**config.mk**
```make
export PLATFORM = sky130hd
export DESIGN_NAME = brst_ctrl
export DESIGN_NICKNAME = d
export VERILOG_FILES = /design/src/hdl/brst_pkg.sv /design/src/hdl/brst_ctrl.sv
export SDC_FILE = /design/constraint.sdc
export NUM_CORES = 1
export LEC_CHECK = 0
export BUFFER_PORTS_ARGS = -buffer_cell sky130_fd_sc_hd__buf_2
export CORE_AREA = 2 2 39 41
export DETAILED_ROUTE_END_ITERATION = 8
export DIE_AREA = 0 0 41 43
export PLACE_DENSITY = 0.78
export SYNTH_ARGS = -nofsm -noshare
export SYNTH_HDL_FRONTEND = slang
export SYNTH_SLANG_ARGS = --single-unit
```
**constraint.sdc**
```tcl
create_clock -name clk -period 3.4 [get_ports clk]
set_input_delay 0.51 -clock clk [delete_from_list [all_inputs] [get_ports clk]]
set_output_delay 0.51 -clock clk [all_outputs]
set_load 0.05 [all_outputs]
```
**src/hdl/brst_pkg.sv**
```systemverilog
// ----------------------------------------------------------------------------
// brst_pkg
// Shared types and constants for the block range-sum table: item formats,
// command codes and the controller/datapath command and status bundles.
// ----------------------------------------------------------------------------
package brst_pkg;

  localparam int IDX_W  = 9;
  localparam int DATA_W = 32;
  localparam int CNT_W  = 9;

  // Element count after reset.
  localparam logic [CNT_W-1:0] COUNT_RESET = 9'd256;

  // Item command codes.
  localparam logic CMD_QUERY  = 1'b0;
  localparam logic CMD_UPDATE = 1'b1;

  typedef struct packed {
    logic                     cmd;
    logic [IDX_W-1:0]         first_index;
    logic [IDX_W-1:0]         last_index;
    logic signed [DATA_W-1:0] new_value;
  } in_item_t;

  typedef struct packed {
    logic signed [DATA_W-1:0] range_sum;
    logic                     range_error;
  } out_item_t;

  // Commands from the controller to the datapath.
  typedef struct packed {
    logic clr_step;
    logic latch;
    logic div_start;
    logic load_pos;
    logic upd_rd;
    logic upd_wr;
    logic walk_step;
    logic load_out;
  } ctrl_cmd_t;

  // Status from the datapath to the controller.
  typedef struct packed {
    logic clr_last;
    logic item_err;
    logic item_upd;
    logic div_busy;
    logic walk_last;
    logic out_free;
  } dp_stat_t;

endpackage

```
**src/hdl/brst_ctrl.sv**
```systemverilog
// ----------------------------------------------------------------------------
// brst_ctrl
// Controller: sequences the clearing sweep, the item check, the index split,
// the update read-modify-write and the query walk, and issues the result.
// ----------------------------------------------------------------------------
module brst_ctrl (
  input  logic                clk,
  input  logic                rst_n,
  input  logic                in_valid,
  output logic                in_ready,
  input  brst_pkg::dp_stat_t  stat,
  output brst_pkg::ctrl_cmd_t cmd
);

  typedef enum logic [8:0] {
    S_CLEAR  = 9'b000000001,
    S_IDLE   = 9'b000000010,
    S_CHECK  = 9'b000000100,
    S_DIV    = 9'b000001000,
    S_UPD_RD = 9'b000010000,
    S_UPD_WR = 9'b000100000,
    S_WALK   = 9'b001000000,
    S_DRAIN  = 9'b010000000,
    S_EMIT   = 9'b100000000
  } state_t;

  state_t state_r;
  state_t state_nxt;

  always_comb begin
    state_nxt = state_r;
    cmd       = '0;
    in_ready  = 1'b0;
    case (state_r)
      S_CLEAR: begin
        cmd.clr_step = 1'b1;
        if (stat.clr_last) begin
          state_nxt = S_IDLE;
        end
      end
      S_IDLE: begin
        in_ready = 1'b1;
        if (in_valid) begin
          cmd.latch = 1'b1;
          state_nxt = S_CHECK;
        end
      end
      S_CHECK: begin
        if (stat.item_err) begin
          state_nxt = stat.item_upd ? S_IDLE : S_EMIT;
        end else begin
          cmd.div_start = 1'b1;
          state_nxt     = S_DIV;
        end
      end
      S_DIV: begin
        if (!stat.div_busy) begin
          cmd.load_pos = 1'b1;
          state_nxt    = stat.item_upd ? S_UPD_RD : S_WALK;
        end
      end
      S_UPD_RD: begin
        cmd.upd_rd = 1'b1;
        state_nxt  = S_UPD_WR;
      end
      S_UPD_WR: begin
        cmd.upd_wr = 1'b1;
        state_nxt  = S_IDLE;
      end
      S_WALK: begin
        cmd.walk_step = 1'b1;
        if (stat.walk_last) begin
          state_nxt = S_DRAIN;
        end
      end
      S_DRAIN: begin
        state_nxt = S_EMIT;
      end
      S_EMIT: begin
        if (stat.out_free) begin
          cmd.load_out = 1'b1;
          state_nxt    = S_IDLE;
        end
      end
      default: begin
        state_nxt = S_IDLE;
      end
    endcase
  end

  always_ff @(posedge clk) begin
    if (!rst_n) begin
      state_r <= S_CLEAR;
    end else begin
      state_r <= state_nxt;
    end
  end

endmodule

```
==> flow_metrics.py <==
metrics = {
    "critical_path": {
        "crit_type": "reg -> out",
        "r2r_end": "state_r[4]",
        "rrSetupSlack_ns": 1.44,
        "end_kind": "output pin",
        "reg2reg_from": "state_r[3]",
        "worst_ep_arrival_time_ns": 2.12,
        "start_kind": "register",
        "r2r_cells": 4,
        "required_ns": 2.89,
        "worstPathMaxFanout": 9,
    },
    "cells_and_area": {
        "top_regs": "state_r x9",
        "largest_register_ffs": 9,
        "regMostFlops": "state_r",
        "finalCoreUtilization": 0.4919,
        "design_area_um2": 680.7,
        "area_growth_pct": 17.75,
        "nets": 94,
        "drive_above_1_share": 0.2976,
        "diodes": 0,
    },
    "placement": {
        "portBuffers": 17,
        "placed_cell_area_um2": 654.4,
        "hpwl_um": 1031,
        "place.gp.congestion": 0.8693,
    },
    "power": {
        "ir_drop_v": 0.0002424,
        "p_leak_nw": 0.2990,
        "pwr-share-seq": 0.474,
        "switching_share": 0.2956,
        "p_switching_uw": 70.06,
        "power_density_nw_per_um2": 348.2,
        "combPwrFrac": 0.168,
        "p_int_uw": 166.9,
        "p_clk_frac": 0.358,
    },
    "cts": {
        "cts_resized": 0,
        "cts_tree": "built",
        "post-cts-setup-buffers": 0,
        "clk_latency_ns": 0.27,
        "clock-sinks": 9,
        "cts_buffer_depth": 2,
        "cts-buffers-inserted": 3,
        "htreeDepth": 1,
        "hold_buffers": 0,
        "clk_pin_slew_ns": 0.07,
        "cts_root_buffer": "clkbuf_4",
    },
    "synthesis": {
        "synthesis.area_um2": 578.1,
        "synth-simple-area-share": 0.4372,
        "synth_compound_area_frac": 0.1515,
        "synth_mux_area_frac": 0,
        "synth_seq_area_share": 0.3117,
        "ys_warn_count": 0,
        "synth_xor_area_frac": 0.03030,
        "ys_types": 35,
        "synth_cells": 67,
        "synthAdderAreaFrac": 0,
        "avgSynthCellArea_um2": 8.628,
        "synth_top_family_by_area": "simple AND/OR/NAND/NOR gates",
        "synth-seq-cells": 9,
        "syn_nets": 76,
    },
    "global_route": {
        "grt_pass1_wl_um": 2304,
        "grt_overflow": 0,
        "antenna_found_initial": 0,
        "grt_max_degree": 12,
        "grt_pass1_vias": 539,
        "track_usage": 0.1958,
    },
    "timing": {
        "finClkSkew_ns": 0.01381,
        "slew_violations": 0,
        "hold_slack_ns": 0.4672,
        "setup_viol": 0,
        "fin_tns_setup_ns": 0,
        "rsz0062_at_grt": "no",
        "fmax_mhz": 380.5,
        "hold_viol": 0,
        "finalCriticalPeriod_ns": 2.628,
        "tightest_slew_ns": 0.7972,
        "min_period_over_period": 0.7729,
        "relSlewSlack": 0.4611,
    },
    "die": {
        "die_area_um2": 1763,
        "fp-row-count": 14,
        "io_pins": 18,
        "coreArea_um2": 1384,
        "die_h_um": 43,
        "die_width_um": 41,
        "start_util": 0.4177,
    },
    "detailed_routing": {
        "via_per_inst": 5.790,
        "drc": 0,
        "wl_per_cell_um": 13.88,
        "vias": 579,
        "detail_route.wirelength_um": 1388,
        "ant_nets": 0,
        "dr.pass1.iters": 4,
        "dr.first_iter.drc_count": 13,
    },
    "status": {
        "status": "complete, no violations",
    },
    "min_path": {
        "min_path_cells": 2,
        "hold_path_end": "state_r[0]",
        "hold_start": "stat[5]",
        "hold_path.class": "in -> reg",
    },
    "run": {
        "drv_cap": 0,
    },
}
power groups by stage:
stage          registers (mW)  clock network (mW)  logic (mW)
2_1_floorplan           0.113                   0      0.0284
3_3_place_gp            0.114                   0      0.0390
3_5_place_dp            0.114                   0      0.0395
4_1_cts                 0.112              0.0866      0.0396
5_1_grt                 0.113              0.0930      0.0435
6_report                0.112              0.0848      0.0399
stage by stage:
step | instances | power, mW | setup WS (ns)
floorplan | 67 | 0.1413 | 0.4673
global placement | 96 | 0.1528 | 1.120
detailed placement | 96 | 0.1537 | 1.091
CTS | 100 | 0.2382 | 0.7936
global route | 100 | 0.2490 | 0.7190
finish | 100 | 0.2370 | 0.7721
worst max-delay path by stage:
stage | from | depth (start not counted) | slack, ns | endpoint
6_report | state_r[3] | 4 | 0.77 | cmd[5]
4_1_cts | state_r[6] | 4 | 0.79 | cmd[5]
2_1_floorplan | state_r[8] | 4 | 0.47 | cmd[6]
5_1_grt | state_r[6] | 4 | 0.72 | cmd[5]
3_5_place_dp | state_r[4] | 4 | 1.09 | cmd[4]
3_3_place_gp | state_r[4] | 4 | 1.12 | cmd[4]
critical path, stage by stage, from the launching register on:
cell	delay, ns
dfxtp_1	0.38
or3_1	0.53
nor4_1	0.45
and2b_1	0.22
buf_2	0.26
cells in the mapped netlist:
cell type	number	area, um2
nor2b_1	1	6.260
o21ai_0	1	5.000
o21a_1	2	15.01
and3b_1	1	8.760
buf_2	2	10.01
nor4b_1	1	8.760
nor4_2	1	12.51
nand2_1	1	3.750
nand2b_1	4	25.02
o31a_1	1	8.760
nor3_2	1	10.01
a2111oi_0	2	17.52
or3b_2	2	17.52
or4_4	1	11.26
nor3b_1	1	7.510
and2b_1	1	7.510
a2111oi_1	1	10.01
nand3b_1	2	15.01
a31oi_1	1	6.260
nor3_1	3	15.01
or3b_1	1	8.760
nand3_1	1	5.000
dfxtp_1	9	180.2
buf_4	1	7.510
nor2_1	4	15.01
or3_1	3	18.77
inv_1	3	11.26
a21boi_0	1	7.510
nor4_1	5	31.28
buf_6	1	11.26
xnor2_1	1	8.760
a32oi_1	1	8.760
xor2_1	1	8.760
a211o_1	1	8.760
and2_1	4	25.02
cells by family after synthesis:
family	count (synthesis)
compound gates	11
simple gates	38
xor+xnor	2
flops	9
buf+inv	7
placed cells by master (no fill, tap or decap), drive strengths merged:
master    n
buf      17
dfxtp     9
nor4      6
nand2b    4
nor2      4
and2      4
nor3      4
clkbuf    4
or3       3
inv       3
or3b      3
a2111oi   3
nand3b    2
o21a      2
and2b     1
and3b     1
nand2     1
or4       1
nand3     1
nor4b     1
a32oi     1
xor2      1
xnor2     1
a211o     1
a21boi    1
o21ai     1
a31oi     1
nor2b     1
nor3b     1
o31a      1
routing by layer:
layer	wire, um	share of wire	up-vias	GRT usage
met4	24	0.017	0	0.08667
met2	686	0.49	17	0.2813
met5	0	0	-	0
met1	592	0.43	272	0.2353
met3	85	0.061	6	0.09948
li1	-	-	284	-
layout make-up:
type                            count  area, um2
Sequential cell                     9      180.2
Clock buffer                        4      26.28
Fill cell                         129      703.2
Inverter                            3      11.26
Timing Repair Buffer               17      85.08
Tap cell                           16      20.02
Multi-Input combinational cell     51      357.8
No activity file was read; power rests on OpenSTA's default activity.
